**src/sap_pkg.sv**
```systemverilog
package sap_pkg;

	// input operation codes
	localparam logic OP_PLACE = 1'b0;
	localparam logic OP_FLUSH = 1'b1;

	// result kinds
	localparam logic KIND_PLACE = 1'b0;
	localparam logic KIND_PAGE  = 1'b1;

	// configuration register indexes
	localparam int   REG_IDX_BITS        = 1;
	localparam logic REG_PAGE_MAX_WIDTH  = 1'b0;
	localparam logic REG_PAGE_MAX_HEIGHT = 1'b1;

	// page limit after reset, clipped to the coordinate range
	localparam int PAGE_LIMIT_RST = 2048;

endpackage

```
**src/sap_ifs.sv**
```systemverilog
// rectangle request channel
interface sap_in_if #(
	parameter int COORD_BITS = 13
);
	logic                  valid;
	logic                  ready;
	logic                  op;
	logic [COORD_BITS-1:0] rect_width;
	logic [COORD_BITS-1:0] rect_height;

	modport source (output valid, output op, output rect_width, output rect_height,
		input ready);
	modport sink (input valid, input op, input rect_width, input rect_height,
		output ready);
endinterface

// placement and page result channel
interface sap_out_if #(
	parameter int COORD_BITS = 13,
	parameter int PAGE_BITS  = 8
);
	logic                  valid;
	logic                  ready;
	logic                  kind;
	logic [COORD_BITS-1:0] pos_x;
	logic [COORD_BITS-1:0] pos_y;
	logic [PAGE_BITS-1:0]  page_index;
	logic [COORD_BITS-1:0] page_width;
	logic [COORD_BITS-1:0] page_height;
	logic                  last;

	modport source (output valid, output kind, output pos_x, output pos_y,
		output page_index, output page_width, output page_height, output last,
		input ready);
	modport sink (input valid, input kind, input pos_x, input pos_y,
		input page_index, input page_width, input page_height, input last,
		output ready);
endinterface

// configuration write channel
interface sap_cfg_if #(
	parameter int COORD_BITS = 13
);
	logic                              valid;
	logic                              ready;
	logic [sap_pkg::REG_IDX_BITS-1:0]  index;
	logic [COORD_BITS-1:0]             data;

	modport source (output valid, output index, output data, input ready);
	modport sink (input valid, input index, input data, output ready);
endinterface

```
**src/sap_outbuf.sv**
```systemverilog
module sap_outbuf #(
	parameter int WIDTH = 62
) (
	input  logic             clk,
	input  logic             arst_n,
	input  logic             push_en,
	input  logic [1:0]       push_cnt,
	input  logic [WIDTH-1:0] push_data0,
	input  logic [WIDTH-1:0] push_data1,
	output logic             can_push,
	output logic             out_valid,
	input  logic             out_ready,
	output logic [WIDTH-1:0] out_data
);

	logic [1:0]       cnt_q;
	logic [WIDTH-1:0] slot0_q;
	logic [WIDTH-1:0] slot1_q;
	logic             pop;

	assign out_valid = (cnt_q != 2'd0);
	assign out_data  = slot0_q;
	assign pop       = out_valid && out_ready;

	// a new group may land once the buffer drains to empty this cycle
	assign can_push = (cnt_q == 2'd0) || ((cnt_q == 2'd1) && out_ready);

	// beat count
	always_ff @(posedge clk or negedge arst_n) begin
		if (!arst_n) begin
			cnt_q <= 2'd0;
		end else if (push_en) begin
			cnt_q <= push_cnt;
		end else if (pop) begin
			cnt_q <= cnt_q - 2'd1;
		end
	end

	// result slots, head in slot0
	always_ff @(posedge clk) begin
		if (push_en) begin
			slot0_q <= push_data0;
			slot1_q <= push_data1;
		end else if (pop) begin
			slot0_q <= slot1_q;
		end
	end

endmodule

```
**src/shelf_atlas_packer_unit.sv**
```systemverilog
// Shelf packer for atlas pages. Each request beat either places a rectangle
// or flushes the current page. A placement returns one beat, or two when it
// closes the page: the finished page size first, then the placement; the
// last flag marks the final beat of a request. A flush returns the page size
// if the page is not empty and clears all state, page number included.
// Requests enter a one-entry input register, are evaluated combinationally
// against the cursor state, and their beats are registered in the result
// buffer. A new request is taken every cycle while each yields one beat and
// the receiver is ready; a page close stalls the input until the two-entry
// buffer, draining one beat per cycle while the receiver is ready, holds one.
// Limits at indexes 0 (width) and 1 (height) must be written only while no
// request is in flight; the block does not enforce it. Both reset to 2048.
module shelf_atlas_packer_unit #(
	parameter int COORD_BITS = 13,
	parameter int PAGE_BITS  = 8
) (
	input  logic       clk,
	input  logic       arst_n,
	sap_in_if.sink     rect_in,
	sap_out_if.source  res_out,
	sap_cfg_if.sink    cfg
);

	localparam int CW   = COORD_BITS;
	localparam int PW   = PAGE_BITS;
	localparam int CMAX = (1 << CW) - 1;
	localparam int LRST = (sap_pkg::PAGE_LIMIT_RST > CMAX) ? CMAX : sap_pkg::PAGE_LIMIT_RST;
	localparam logic [CW-1:0] LIMIT_RST = CW'(LRST);
	localparam logic [PW-1:0] PAGE_MAX  = '1;

	typedef struct packed {
		logic          kind;
		logic [CW-1:0] pos_x;
		logic [CW-1:0] pos_y;
		logic [PW-1:0] page_index;
		logic [CW-1:0] page_width;
		logic [CW-1:0] page_height;
		logic          last;
	} res_t;

	function automatic logic [CW-1:0] sat_add(input logic [CW-1:0] a, input logic [CW-1:0] b);
		logic [CW:0] s;
		s = {1'b0, a} + {1'b0, b};
		return s[CW] ? {CW{1'b1}} : s[CW-1:0];
	endfunction

	function automatic logic [CW-1:0] max_c(input logic [CW-1:0] a, input logic [CW-1:0] b);
		return (a > b) ? a : b;
	endfunction

	// limits
	logic [CW-1:0] mw_q, mh_q;

	// input register
	logic          v_s1;
	logic          op_s1;
	logic [CW-1:0] w_s1, h_s1;

	// packing state
	logic [CW-1:0] cx_q, cy_q, sh_q, uw_q, uh_q;
	logic [PW-1:0] pn_q;

	// step results
	logic          fire;
	logic          can_push;
	logic          close;
	logic [1:0]    n_res;
	res_t          r0, r1, head;
	logic [CW-1:0] cx_n, cy_n, sh_n, uw_n, uh_n;
	logic [PW-1:0] pn_n;

	// configuration writes
	assign cfg.ready = 1'b1;

	always_ff @(posedge clk or negedge arst_n) begin
		if (!arst_n) begin
			mw_q <= LIMIT_RST;
			mh_q <= LIMIT_RST;
		end else if (cfg.valid) begin
			unique case (cfg.index)
				sap_pkg::REG_PAGE_MAX_WIDTH:  mw_q <= cfg.data;
				sap_pkg::REG_PAGE_MAX_HEIGHT: mh_q <= cfg.data;
				default: ;
			endcase
		end
	end

	// input stage handshake
	assign fire          = v_s1 && can_push;
	assign rect_in.ready = !v_s1 || fire;

	always_ff @(posedge clk or negedge arst_n) begin
		if (!arst_n) begin
			v_s1 <= 1'b0;
		end else if (rect_in.valid && rect_in.ready) begin
			v_s1 <= 1'b1;
		end else if (fire) begin
			v_s1 <= 1'b0;
		end
	end

	always_ff @(posedge clk) begin
		if (rect_in.valid && rect_in.ready) begin
			op_s1 <= rect_in.op;
			w_s1  <= rect_in.rect_width;
			h_s1  <= rect_in.rect_height;
		end
	end

	// one shelf step: new row, page close, placement, extent update
	always_comb begin
		logic [CW:0]   sum_x, sum_y;
		logic          newrow;
		logic [CW-1:0] sh1, cx1, cy1, sh2, cx2, cy2, sh3, cx3, uw2, uh2;
		logic [PW-1:0] pn2;
		sum_x  = {1'b0, cx_q} + {1'b0, w_s1};
		newrow = sum_x >= {1'b0, mw_q};
		sh1    = max_c(sh_q, h_s1);
		cx1    = newrow ? '0 : cx_q;
		cy1    = newrow ? sat_add(cy_q, sh1) : cy_q;
		sh2    = newrow ? h_s1 : sh1;
		sum_y  = {1'b0, cy1} + {1'b0, h_s1};
		close  = (op_s1 == sap_pkg::OP_PLACE) && (sum_y >= {1'b0, mh_q});
		pn2    = (close && (pn_q != PAGE_MAX)) ? pn_q + PW'(1) : pn_q;
		uw2    = close ? '0 : uw_q;
		uh2    = close ? '0 : uh_q;
		cx2    = close ? '0 : cx1;
		cy2    = close ? '0 : cy1;
		sh3    = close ? h_s1 : sh2;
		cx3    = sat_add(cx2, w_s1);

		// finished page beat, reused by flush
		r0.kind        = sap_pkg::KIND_PAGE;
		r0.pos_x       = '0;
		r0.pos_y       = '0;
		r0.page_index  = pn_q;
		r0.page_width  = uw_q;
		r0.page_height = uh_q;
		r0.last        = (op_s1 == sap_pkg::OP_FLUSH);

		// placement beat
		r1.kind        = sap_pkg::KIND_PLACE;
		r1.pos_x       = cx2;
		r1.pos_y       = cy2;
		r1.page_index  = pn2;
		r1.page_width  = '0;
		r1.page_height = '0;
		r1.last        = 1'b1;

		if (op_s1 == sap_pkg::OP_FLUSH) begin
			n_res = ((uw_q != '0) && (uh_q != '0)) ? 2'd1 : 2'd0;
			cx_n  = '0;
			cy_n  = '0;
			sh_n  = '0;
			uw_n  = '0;
			uh_n  = '0;
			pn_n  = '0;
		end else begin
			n_res = close ? 2'd2 : 2'd1;
			if (!close) begin
				r0 = r1;
			end
			cx_n = cx3;
			cy_n = cy2;
			sh_n = sh3;
			uw_n = max_c(uw2, cx3);
			uh_n = max_c(uh2, sat_add(cy2, sh3));
			pn_n = pn2;
		end
	end

	// state registers
	always_ff @(posedge clk or negedge arst_n) begin
		if (!arst_n) begin
			cx_q <= '0;
			cy_q <= '0;
			sh_q <= '0;
			uw_q <= '0;
			uh_q <= '0;
			pn_q <= '0;
		end else if (fire) begin
			cx_q <= cx_n;
			cy_q <= cy_n;
			sh_q <= sh_n;
			uw_q <= uw_n;
			uh_q <= uh_n;
			pn_q <= pn_n;
		end
	end

	// result buffer
	sap_outbuf #(
		.WIDTH ($bits(res_t))
	) u_outbuf (
		.clk        (clk),
		.arst_n     (arst_n),
		.push_en    (fire),
		.push_cnt   (n_res),
		.push_data0 (r0),
		.push_data1 (r1),
		.can_push   (can_push),
		.out_valid  (res_out.valid),
		.out_ready  (res_out.ready),
		.out_data   (head)
	);

	assign res_out.kind        = head.kind;
	assign res_out.pos_x       = head.pos_x;
	assign res_out.pos_y       = head.pos_y;
	assign res_out.page_index  = head.page_index;
	assign res_out.page_width  = head.page_width;
	assign res_out.page_height = head.page_height;
	assign res_out.last        = head.last;

	// a page close shows the page beat first, never flagged last
	a_close_first: assert property (@(posedge clk) disable iff (!arst_n)
		(fire && close) |=> (res_out.valid && res_out.kind == sap_pkg::KIND_PAGE
			&& !res_out.last))
		else $error("page close did not lead with the page beat");

	// used width always covers the cursor
	a_extent_cover: assert property (@(posedge clk) disable iff (!arst_n)
		uw_q >= cx_q)
		else $error("used width below cursor");

	// page number only moves forward between flushes
	a_page_mono: assert property (@(posedge clk) disable iff (!arst_n)
		(fire && op_s1 == sap_pkg::OP_PLACE) |=> (pn_q >= $past(pn_q)))
		else $error("page number went backward on a placement");

	// input stalls only behind a held request
	a_stall_cause: assert property (@(posedge clk) disable iff (!arst_n)
		!rect_in.ready |-> (v_s1 && !can_push))
		else $error("input stalled without a pending request");

endmodule

```
**src/flat_wrapper.sv**
```systemverilog
// flat-port wrapper written by rule: the top's interface ports become plain ports
module shelf_atlas_packer_unit_flat 
#(
	parameter int COORD_BITS = 13,
	parameter int PAGE_BITS  = 8
)
  (clk, arst_n, rect_in_valid, rect_in_op, rect_in_rect_width, rect_in_rect_height, rect_in_ready, res_out_valid, res_out_kind, res_out_pos_x, res_out_pos_y, res_out_page_index, res_out_page_width, res_out_page_height, res_out_last, res_out_ready, cfg_valid, cfg_index, cfg_data, cfg_ready);
  sap_in_if #(.COORD_BITS(COORD_BITS)) rect_in_i ();
  sap_out_if #(.COORD_BITS(COORD_BITS), .PAGE_BITS(PAGE_BITS)) res_out_i ();
  sap_cfg_if #(.COORD_BITS(COORD_BITS)) cfg_i ();
  input  logic clk;
  input  logic arst_n;
  input wire logic [$bits(rect_in_i.valid)-1:0] rect_in_valid;
  input wire logic [$bits(rect_in_i.op)-1:0] rect_in_op;
  input wire logic [$bits(rect_in_i.rect_width)-1:0] rect_in_rect_width;
  input wire logic [$bits(rect_in_i.rect_height)-1:0] rect_in_rect_height;
  output wire logic [$bits(rect_in_i.ready)-1:0] rect_in_ready;
  output wire logic [$bits(res_out_i.valid)-1:0] res_out_valid;
  output wire logic [$bits(res_out_i.kind)-1:0] res_out_kind;
  output wire logic [$bits(res_out_i.pos_x)-1:0] res_out_pos_x;
  output wire logic [$bits(res_out_i.pos_y)-1:0] res_out_pos_y;
  output wire logic [$bits(res_out_i.page_index)-1:0] res_out_page_index;
  output wire logic [$bits(res_out_i.page_width)-1:0] res_out_page_width;
  output wire logic [$bits(res_out_i.page_height)-1:0] res_out_page_height;
  output wire logic [$bits(res_out_i.last)-1:0] res_out_last;
  input wire logic [$bits(res_out_i.ready)-1:0] res_out_ready;
  input wire logic [$bits(cfg_i.valid)-1:0] cfg_valid;
  input wire logic [$bits(cfg_i.index)-1:0] cfg_index;
  input wire logic [$bits(cfg_i.data)-1:0] cfg_data;
  output wire logic [$bits(cfg_i.ready)-1:0] cfg_ready;
  assign rect_in_i.valid = rect_in_valid;
  assign rect_in_i.op = rect_in_op;
  assign rect_in_i.rect_width = rect_in_rect_width;
  assign rect_in_i.rect_height = rect_in_rect_height;
  assign rect_in_ready = rect_in_i.ready;
  assign res_out_valid = res_out_i.valid;
  assign res_out_kind = res_out_i.kind;
  assign res_out_pos_x = res_out_i.pos_x;
  assign res_out_pos_y = res_out_i.pos_y;
  assign res_out_page_index = res_out_i.page_index;
  assign res_out_page_width = res_out_i.page_width;
  assign res_out_page_height = res_out_i.page_height;
  assign res_out_last = res_out_i.last;
  assign res_out_i.ready = res_out_ready;
  assign cfg_i.valid = cfg_valid;
  assign cfg_i.index = cfg_index;
  assign cfg_i.data = cfg_data;
  assign cfg_ready = cfg_i.ready;
  shelf_atlas_packer_unit #(.COORD_BITS(COORD_BITS), .PAGE_BITS(PAGE_BITS)) u_core (.clk(clk), .arst_n(arst_n), .rect_in(rect_in_i), .res_out(res_out_i), .cfg(cfg_i));
endmodule
```
**config.mk**
```make
export PLATFORM = sky130hd
export DESIGN_NAME = shelf_atlas_packer_unit_flat
export DESIGN_NICKNAME = d
export VERILOG_FILES = /design/src/sap_pkg.sv /design/src/sap_ifs.sv /design/src/sap_outbuf.sv /design/src/shelf_atlas_packer_unit.sv /design/src/flat_wrapper.sv
export SDC_FILE = /design/constraint.sdc
export NUM_CORES = 1
export LEC_CHECK = 0
export BUFFER_PORTS_ARGS = -buffer_cell sky130_fd_sc_hd__buf_2
export CAP_MARGIN = 20
export CORE_UTILIZATION = 35
export CTS_CLUSTER_DIAMETER = 40
export DETAILED_ROUTE_END_ITERATION = 10
export HOLD_SLACK_MARGIN = 0.06
export PLACE_DENSITY = 0.48
export SETUP_SLACK_MARGIN = 0.5
export SKIP_CTS_REPAIR_TIMING = 1
export SYNTH_ARGS = -nofsm -noshare
export SYNTH_HDL_FRONTEND = slang
export SYNTH_SLANG_ARGS = --single-unit
```
**constraint.sdc**
```tcl
create_clock -name clk -period 14.4 [get_ports clk]
set_input_delay 0.72 -clock clk [delete_from_list [all_inputs] [get_ports clk]]
set_output_delay 0.72 -clock clk [all_outputs]
set_load 0.005 [all_outputs]
```
; After elaboration in Yosys (flattened, before gate mapping)
; Cells that the tools add are included.
[totals]
regBits = 225
output_inout_bits = 65
word_cells = 81
[classes]
n_mux = 32
order_cmp = 5
bitwise_logic = 2
addsub = 7
reduce_logical = 18
n_eq_ne = 2
[ops]
columns = operator, n
row1 = $mux W62, 4
row2 = $mux W13, 19
row3 = $add A13 B13 Y14, 5
row4 = $gt A13 B13 Y1, 3
row5 = $ge A14 B13 Y1, 2
row6 = $reduce_bool A13 Y1, 2
row7 = $mux W8, 2
row8 = $add A8 B1 Y8 const B, 1
row9 = $mux W2, 4
row10 = $ne A8 B8 Y1 const B, 1
row11 = $logic_and A1 B1 Y1, 7
row12 = $reduce_bool A2 Y1, 3
row13 = $reduce_and A2 Y1, 2
row14 = $mux W1, 3
row15 = $eq A2 B1 Y1 const B, 1
row16 = $logic_not A2 Y1, 1
row17 = $logic_or A1 B1 Y1, 2
row18 = $not A1 Y1, 2
row19 = $sub A2 B1 Y2 const B, 1
row20 = $logic_not A1 Y1, 1

; Longest topological paths before layout
; Gate-level depths: netlist of run 1.
[logic_depth]
word_depth = 14
ltp_mapped = 55
depth_no_buf = 51

; By module
; From an unflattened synthesis of run 1, not the netlist that was laid out.
[hier_totals]
cells_unflattened = 1427
hier_area_um2 = 15357.2
[modules_own_cells]
columns = module, area_per_inst_um2, seq_area_each_um2, cells_per_inst, instances
row1 = shelf_atlas_packer_unit, 10699.0, 3315.7, 1215, 1
row2 = sap_outbuf, 4658.2, 3773.6, 212, 1

; Worst setup path after synthesis of run 1
; OpenSTA, ideal clock, no wires.
[synth_path]
kind = reg-to-reg
from = reg u_core.cx_q[0]
to = reg u_core.uh_q[4]
stages_incl_launch_ff = 54
required_time_ps = 14322
synth_period_minus_slack_ps = 11044
arrival_ps = 10966
slack_ps = 3356
cell_sequence = dfrtp_1 ha_1 fa_1 a21o_1 a21oi_1 o21bai_1 a21oi_1 o21ai_0 or4_1 nand3_1 ha_1 nand3_1 nor2_1 a2111oi_0 o2111ai_1 or2_1 buf_2 buf_2 [... 18 more ...] mux2_1 ha_1 nand3_1 o2111ai_1 o221a_2 o21ai_1 o21ai_0 clkbuf_1 nor2_1 ha_1 and3_1 nand4_1 nor2_1 o31ai_1 a31o_2 o41ai_2 buf_4 o2bb2ai_1
[synth_between]
elab_chain_cells = 12
[synth_rtl]
columns = item, line_no
row1 = "start, declared", shelf_atlas_packer_unit.sv:60  ; logic [CW-1:0] cx_q, cy_q, sh_q, uw_q, uh_q;
row2 = "start signal, assigned", shelf_atlas_packer_unit.sv:182  ; cx_q <= cx_n;
row3 = $add A13 B13 Y14 *, shelf_atlas_packer_unit.sv:116  ; sum_x = {1'b0, cx_q} + {1'b0, w_s1};
row4 = $ge A14 B13 Y1 *, shelf_atlas_packer_unit.sv:117  ; newrow = sum_x >= {1'b0, mw_q};
row5 = $mux W13, shelf_atlas_packer_unit.sv:120  ; cy1 = newrow ? sat_add(cy_q, sh1) : cy_q;
row6 = $add A13 B13 Y14, shelf_atlas_packer_unit.sv:122  ; sum_y = {1'b0, cy1} + {1'b0, h_s1};
row7 = $ge A14 B13 Y1, shelf_atlas_packer_unit.sv:123  ; close = (op_s1 == sap_pkg::OP_PLACE) && (sum_y >= {1'b0, mh_q});
row8 = $logic_and A1 B1 Y1, shelf_atlas_packer_unit.sv:123
row9 = $mux W13 (on tied branches), "shelf_atlas_packer_unit.sv:128, shelf_atlas_packer_unit.sv:129"
row10 = $add A13 B13 Y14, shelf_atlas_packer_unit.sv:43  ; s = {1'b0, a} + {1'b0, b};
row11 = $mux W13, shelf_atlas_packer_unit.sv:44  ; return s[CW] ? {CW{1'b1}} : s[CW-1:0];
row12 = $gt A13 B13 Y1, shelf_atlas_packer_unit.sv:48  ; return (a > b) ? a : b;
row13 = $mux W13 *, shelf_atlas_packer_unit.sv:48
row14 = $mux W13 *, shelf_atlas_packer_unit.sv:150  ; if (op_s1 == sap_pkg::OP_FLUSH) begin
row15 = "end signal, assigned", shelf_atlas_packer_unit.sv:186  ; uh_q <= uh_n;
row16 = "end, declared", shelf_atlas_packer_unit.sv:60
; Every way passes the cells marked *; elsewhere a longest branch is shown, timed or not.
; A chain may end at the register's enable or synchronous reset.

; Final worst setup path of run 1
[layout_path]
from = reg u_core.cx_q[0]
to = reg u_core.uh_q[6]
; The elaborated chain is that of the path after synthesis.

==> impl_metrics.tcl, run 1 <==
set metrics [dict create \
    route.met3.wl_mm 1.66 \
    ys_ff_latch 225 \
    grt_first_pass_wirelength_mm 60.8 \
    crit_slowest_cell "o21ai_0" \
    syn_nets 1519 \
    grt_pass1_vias 10700 \
    max_slew_margin_pct 32.2 \
    wl_mm 38.2 \
    gp_congestion 0.865 \
    ys_types 77 \
    drc 0 \
    die_area_um2 39900 \
    cp-start-kind "flop" \
    grt_usage_pct 19.9 \
    drt_first_pass_iters 5 \
    timing.final.max_slew_violations 0 \
    rows 72 \
    max_stage_delay_ps 570 \
    ios 111 \
    htreeDepth 2 \
    timing.final.crit_share_pct 89.4 \
    hpwl_mm 27.7 \
    outcome "complete, no violations" \
    die_height_um 200 \
    ys_seq_area_share_pct 45.6 \
    finalSetupViolCount 0 \
    worst_slack_ps 1520 \
    clock_path_buffers 3 \
    rsz0062_at_grt "no" \
    cp.required_ps 14810 \
    overflow 0 \
    grt_start_max_net_pins 76 \
    synth.avg_cell_area_um2 10.3 \
    layout_common_cells "ha_1, edfxtp_1, nand2_1, buf_2, dfrtp_1" \
    fp.dieW_um 200 \
    synth.area.top_cells "edfxtp_1, dfrtp_1, ha_1" \
    top_layer_used "met4" \
    clockRootBuffer "clkbuf_16" \
    critPathCaptureType "flop" \
    min_period_ps 12880 \
    met2_length_mm 17.9 \
    cts_tree "built" \
    layout_commonest_cell "ha_1" \
    drt-met1-wl_mm 17.6 \
    yosysTopAreaCell "edfxtp_1" \
    grt_antenna_before_repair 0 \
    clk_latency_ps 550 \
    fin_hold_ws_ps 186 \
    worstPathArrival_ps 13290 \
    tns_ps 0 \
    async_flop_share_pct 45.3 \
    areaGrowthSynthToFinish_pct 18.2 \
    nNetsFinal 1643 \
    synth_edf_count 123 \
    synthesis.area_um2 13700 \
    skew_ps 16.8 \
    portBuffers 109 \
    finalHoldViolations 0 \
    drive_above_1_share_pct 15.8 \
    tightestPinTransition_ps 1010 \
    yosys_warnings 0 \
    synth_top_area_share_pct 27.0 \
    critPathMaxFanout 18 \
    cts.sinks 225 \
    worstSetupPathType "flop to flop" \
    ant_nets 0 \
    post_drt_via_cell_ratio 5.23 \
    cts_buffers 41 \
    fmax_mhz 77.7 \
    wl_per_cell_um 19.0 \
    vias 10500 \
    ys.flop_type "edfxtp_1" \
    hold_class "primary input to async pin" \
    initial_core_util_pct 35.4 \
    drt_iter0_drc 540 \
    cts.clk_slew.worst_paths_ps 50 \
    syn_inst 1334 \
    reg2reg_depth 51 \
    drv_cap 0 \
    path_common_cell "ha_1" \
    placeableCoreArea_um2 38600 \
    preCtsSetupSlack_ps 1400 \
    antenna-diode-count 0 \
]
-- registers in the layout, indices dropped and copies added (netlist names), 8 cells and up --
signal and count:
u_core.w_s1 13, u_core.u_outbuf.slot1_q 34, u_core.u_outbuf.out_data 62, u_core.mh_q 13
u_core.uw_q 13, u_core.pn_q 8, u_core.h_s1 13, u_core.uh_q 13
u_core.cy_q 13, u_core.sh_q 13, u_core.mw_q 13, u_core.cx_q 13
-- metal layers --
layer  up-vias  GRT usage [%]
li1       5161              -
met3        61           3.46
met1      5060           26.0
met4         0           6.39
met5         -              0
met2       225           33.3
-- worst paths after layout --
kind	start	endpoint	slack, ps
worst min-delay path	arst_n	u_core.sh_q[7]	190
worst min register to register	u_core.mh_q[7]	u_core.mh_q[7]	510
max in group asynchronous	arst_n	u_core.sh_q[12]	12870
worst max-delay path	u_core.cx_q[0]	u_core.uh_q[6]	1520
min in group clk	rect_in_rect_height[9]	u_core.h_s1[9]	350
worst max register to register	u_core.cx_q[0]	u_core.uh_q[6]	1520
-- cell type report --
type	instances	area, µm²
flip-flops and latches	225	6250
clock inverters	24	224
inverters	84	315
repair buffers	133	728
fillers	3771	22500
clock buffers	51	1090
multi-input cells	973	6930
well taps	518	648
-- critical path, delay by kind of cell, from the launching register on --
family | cells | cell delay [ps]
AO/OA/AOI/OAI | 27 | 6240
AND/OR/NAND/NOR | 11 | 2690
adder cells (fa/ha/maj) | 8 | 2250
buffers and inverters | 3 | 590
multiplexers | 1 | 430
flip-flops | 1 | 410
XOR/XNOR | 1 | 100
-- Yosys cell counts (17+ instances only) --
master     number
ha_1          134
dfrtp_1       100
o21ai_0        65
clkbuf_1       39
nand2_1       120
a22o_1         31
o21ai_1        36
a21o_1         20
nor2_1         79
nand4_1        17
mux2_2         17
nor3_1         19
a21oi_1        72
xnor2_1        36
edfxtp_1      123
inv_1          84
and2_1         57
and3_1         25
nand3_1        32
o2bb2ai_1      22
-- cells by family (layout without fill, tap and decap cells) --
family | count (synthesis) | in the layout | synth area share [%]
xor gates and xnor gates | 52 | 52 | 3.33
adders and majority gates | 139 | 139 | 13.0
other | 1 | 1 | 0.0274
muxes | 31 | 31 | 2.53
AOI/OAI and AO/OA | 351 | 351 | 17.3
and+or+nand+nor | 399 | 399 | 14.3
DFF | 225 | 225 | 45.6
buffers and inverters | 136 | 292 | 3.88
-- stage by stage --
stage          cell area [µm²]  instances  utilization (%)
2_1_floorplan            13700       1334                -
3_3_place_gp             14900       1933             38.5
3_5_place_dp             14900       1933             38.5
4_1_cts                  16200       2008             41.9
5_1_grt                  16200       2008             41.9
6_report                 16200       2008             41.9
Power of run 1 is left out: the tool's default activity adds up to more than one toggle a clock period on the data nets, which glitch-free logic cannot reach.
==> run 2, diff against run 1 <==
- BUFFER_PORTS_ARGS: -buffer_cell sky130_fd_sc_hd__buf_2 -> unset
- DONT_BUFFER_PORTS: unset -> 1
- PLACE_DENSITY: 0.48 -> 0.46
==> run 2 against run 1 <==
Flip-flop and latch count is the same. Via count shrank 3.1%. Global-route usage shrank 0.18 points. Register-to-register slack lost 30 ps.
==> impl_metrics.tcl, run 2 (synthesis gave the netlist of run 1 again) <==
set metrics [dict create \
    utilization_pct 41.2 \
    worstPathArrival_ps 13380 \
    die_height_um 200 \
    gp_congestion 0.865 \
    crit_slowest_cell "o41ai_2" \
    drive_above_1_share_pct 10.4 \
    timing.final.max_slew_violations 0 \
    cts.sinks 225 \
    drc 0 \
    overflow 0 \
    clk_latency_ps 580 \
    drv_cap 0 \
    wl_mm 38.4 \
    finalHoldViolations 0 \
    setup.worst_path.start "u_core.cx_q[0]" \
    skew_ps 32.7 \
    largest_reg_flops 62 \
    rows 72 \
    max_stage_delay_ps 620 \
    tightestPinTransition_ps 1100 \
    areaGrowthSynthToFinish_pct 16.2 \
    portBuffers 0 \
    path_common_cell "ha_1" \
    grt_start_max_net_pins 103 \
    worstSetupPathType "flop to flop" \
    clockRootBuffer "clkbuf_16" \
    grtUsageMet1_pct 25.2 \
    max_slew_margin_pct 24.9 \
    post_drt_via_cell_ratio 5.33 \
    cp-endpoint "u_core.uh_q[5]" \
    r2r-end "u_core.uh_q[5]" \
    fin_area_um2 15900 \
    top_usage_layer "met2" \
    vias 10200 \
    drt_first_pass_iters 5 \
    finalSetupViolCount 0 \
    timing.final.crit_share_pct 89.7 \
    nNetsFinal 1539 \
    timing.rr.start "u_core.cx_q[0]" \
    outcome "complete, no violations" \
    met2_usage_pct 32.5 \
    critPathCaptureType "flop" \
    cts_tree "built" \
    wl_per_cell_um 20.1 \
    stdcell_count 1911 \
    rrSetupSlack_ps 1490 \
    initial_core_util_pct 35.4 \
    cts_buffers 45 \
    tns_ps 0 \
    placeableCoreArea_um2 38600 \
    fmax_mhz 77.5 \
    placed_cells 1824 \
    reg2reg_depth 51 \
    min_period_ps 12910 \
    ios 111 \
    grt_antenna_before_repair 5 \
    grt_usage_pct 19.7 \
    hold_class "primary input to async pin" \
    clock_path_buffers 3 \
    grt_pass1_vias 10300 \
    cts.clk_slew.worst_paths_ps 50 \
    layout_common_cells "ha_1, edfxtp_1, nand2_1, dfrtp_1, inv_1" \
    die_area_um2 39900 \
    ant_nets 0 \
    critPathMaxFanout 27 \
    hpwl_mm 27.5 \
    layout_commonest_cell "ha_1" \
    htreeDepth 2 \
    place_area_um2 14300 \
    fp.dieW_um 200 \
    cp.required_ps 14870 \
    grt_first_pass_wirelength_mm 59.4 \
    use_met3_pct 3.85 \
    rsz0062_at_grt "no" \
    cp-start-kind "flop" \
    drt_iter0_drc 590 \
]
-- run 2: final cells by class --
cell class | instances | area (µm²)
diodes | 2 | 5.00
clock buffers | 52 | 1210
clock inverters | 32 | 340
fillers | 3724 | 22700
inverters | 84 | 315
multi-input cells | 973 | 6930
flip-flops and latches | 225 | 6250
well taps | 518 | 648
repair buffers | 25 | 208
-- run 2: worst min-delay path by stage --
stage | start | end | slack (ps) | cells past startpoint
final | arst_n | u_core.mh_q[5] | 60 | 1
after detailed placement | arst_n | u_core.mw_q[6] | 430 | 0
after global routing | arst_n | u_core.mh_q[5] | 100 | 1
after CTS | arst_n | u_core.cy_q[3] | -190 | 0
after global placement | arst_n | u_core.mw_q[7] | 430 | 0
after floorplan | arst_n | u_core.cx_q[0] | 420 | 0
-- run 2: metal layers --
| layer | wire [µm] | part of all wire [%] |
|---|---|---|
| met1 | 17100 | 44 |
| met4 | 1320 | 3.4 |
| met5 | 25 | 0.065 |
| met2 | 18200 | 47 |
| met3 | 1780 | 4.6 |
-- run 2: through the flow --
step,hold slack (ps),setup slack [ps]
global placement,428,1370
finish,59.1,1490
detailed placement,427,1300
CTS,-191,1250
floorplan,424,3360
global route,101,517
-- run 2: critical path, delay by kind of cell, from the launching register on --
family	cells	cell delay, ps
adder cells (fa/ha/maj)	8	2290
XOR/XNOR	1	140
buffers and inverters	4	820
flip-flops	1	430
AO/OA/AOI/OAI	25	5830
AND/OR/NAND/NOR	12	2850
multiplexers	1	420
Power of run 2 is left out for the same reason.
==> run 3, diff against run 2 <==
==> constraint.sdc (replaced) <==
create_clock -name clk -period 16.65 [get_ports clk]
set_input_delay 1.665 -clock clk [delete_from_list [all_inputs] [get_ports clk]]
set_output_delay 1.665 -clock clk [all_outputs]
set_load 0.005 [all_outputs]
==> run 3 against run 2 <==
Setup slack better by 1300 ps. Count of clock-buffer cells in the layout down 1. Die area did not move. Fmax down 7.0%. Largest cell class unchanged. Highest routed layer unchanged.
==> impl_metrics.tcl, run 3 (synthesis gave the netlist of run 1 again) <==
set metrics [dict create \
    timing.rr.start "u_core.h_s1[6]" \
    rows 72 \
    timing.final.crit_share_pct 83.3 \
    cp.required_ps 17120 \
    skew_ps 14.9 \
    r2r-end "u_core.uh_q[8]" \
    tightestPinTransition_ps 1170 \
    regArea_um2 6250 \
    worstHoldStart "u_core.mh_q[9]" \
    rrSetupSlack_ps 2770 \
    placed_cells 1820 \
    wl_per_cell_um 20.5 \
    nFillCells 3744 \
    portBuffers 0 \
    ios 111 \
    clockRootBuffer "clkbuf_16" \
    post_drt_via_cell_ratio 5.35 \
    fmax_mhz 72.1 \
    placeableCoreArea_um2 38600 \
    crit_slowest_cell "o32ai_1" \
    stdcell_count 1908 \
    wl_mm 39.2 \
    worst_slack_ps 2770 \
    grt_usage_pct 20.3 \
    initial_core_util_pct 35.4 \
    overflow 0 \
    reg2reg_depth 49 \
    fp.dieW_um 200 \
    preCtsSetupSlack_ps 2860 \
    drv_cap 0 \
    clk_latency_ps 560 \
    finalSetupViolCount 0 \
    cts.sinks 225 \
    worstSetupPathType "flop to flop" \
    drt_first_pass_iters 5 \
    largest_reg_flops 62 \
    areaGrowthSynthToFinish_pct 16.1 \
    clock_path_buffers 3 \
    cts_buffers 47 \
    die_area_um2 39900 \
    cp-start-kind "flop" \
    hold_class "flop to flop" \
    gp_congestion 0.854 \
    die_height_um 200 \
    layout_commonest_cell "ha_1" \
    hpwl_mm 28.0 \
    holdPathStages 1 \
    worstPathArrival_ps 14350 \
    timing.final.max_slew_violations 0 \
    rsz0062_at_grt "no" \
    max_slew_margin_pct 21.8 \
    grt_antenna_before_repair 2 \
    drt_iter0_drc 650 \
    finalHoldViolations 0 \
    min_period_ps 13880 \
    tns_ps 0 \
    layout_common_cells "ha_1, edfxtp_1, nand2_1, dfrtp_1, inv_1" \
    grt_pass1_vias 10400 \
    outcome "complete, no violations" \
    grt_first_pass_wirelength_mm 61.1 \
    grt_start_max_net_pins 103 \
    critPathCaptureType "flop" \
    htreeDepth 2 \
    critPathMaxFanout 27 \
    ant_nets 0 \
    vias 10200 \
    min_to "u_core.mh_q[9]" \
    max_stage_delay_ps 990 \
    setup.worst_path.start "u_core.h_s1[6]" \
    drc 0 \
    cts_tree "built" \
    nNetsFinal 1536 \
    cts.clk_slew.worst_paths_ps 50 \
    multiInputGateArea_um2 6930 \
    drive_above_1_share_pct 10.0 \
]
==> run 3: area by class of cell <==
class,count,share of cell area (%)
timing repair buffer,20,0.944
antenna,1,0.0157
tap,518,4.08
multi-input combinational,973,43.6
clock buffer,51,7.82
sequential,225,39.3
inverter,84,1.98
clock inverter,36,2.30
==> run 3: through the flow <==
| step | hold WS, ps | utilization (%) | cell area, µm² |
|---|---|---|---|
| 2_1_floorplan | 476 | - | 13700 |
| 3_3_place_gp | 491 | 36.9 | 14300 |
| 3_5_place_dp | 495 | 37.0 | 14300 |
| 4_1_cts | 508 | 41.1 | 15900 |
| 5_1_grt | 524 | 41.1 | 15900 |
| 6_report | 506 | 41.1 | 15900 |
==> run 3: worst max-delay path: cells and delay by family (launching register included) <==
family | cells | cell delay [ps]
simple gates | 7 | 1300
compound gates | 28 | 7880
mux | 1 | 380
flops | 1 | 500
buf+inv | 6 | 1440
fa+ha+maj | 6 | 2120
xor+xnor | 1 | 140
==> run 3: metal layers <==
layer	vias up	routed length (µm)	track usage (%)
met5	-	13	0
met4	2	1200	7.86
met3	75	1730	3.80
met2	216	18700	33.3
met1	4968	17600	26.3
li1	4954	-	-
==> run 3: how the worst max path moves through the flow <==
stage,depth (start not counted),to
final,49,u_core.uh_q[8]
after CTS,49,u_core.uh_q[8]
after detailed placement,49,u_core.uh_q[8]
after global placement,48,u_core.uh_q[8]
after global routing,50,u_core.uh_q[8]
after floorplan,53,u_core.uh_q[4]
Power of run 3 is left out for the same reason.
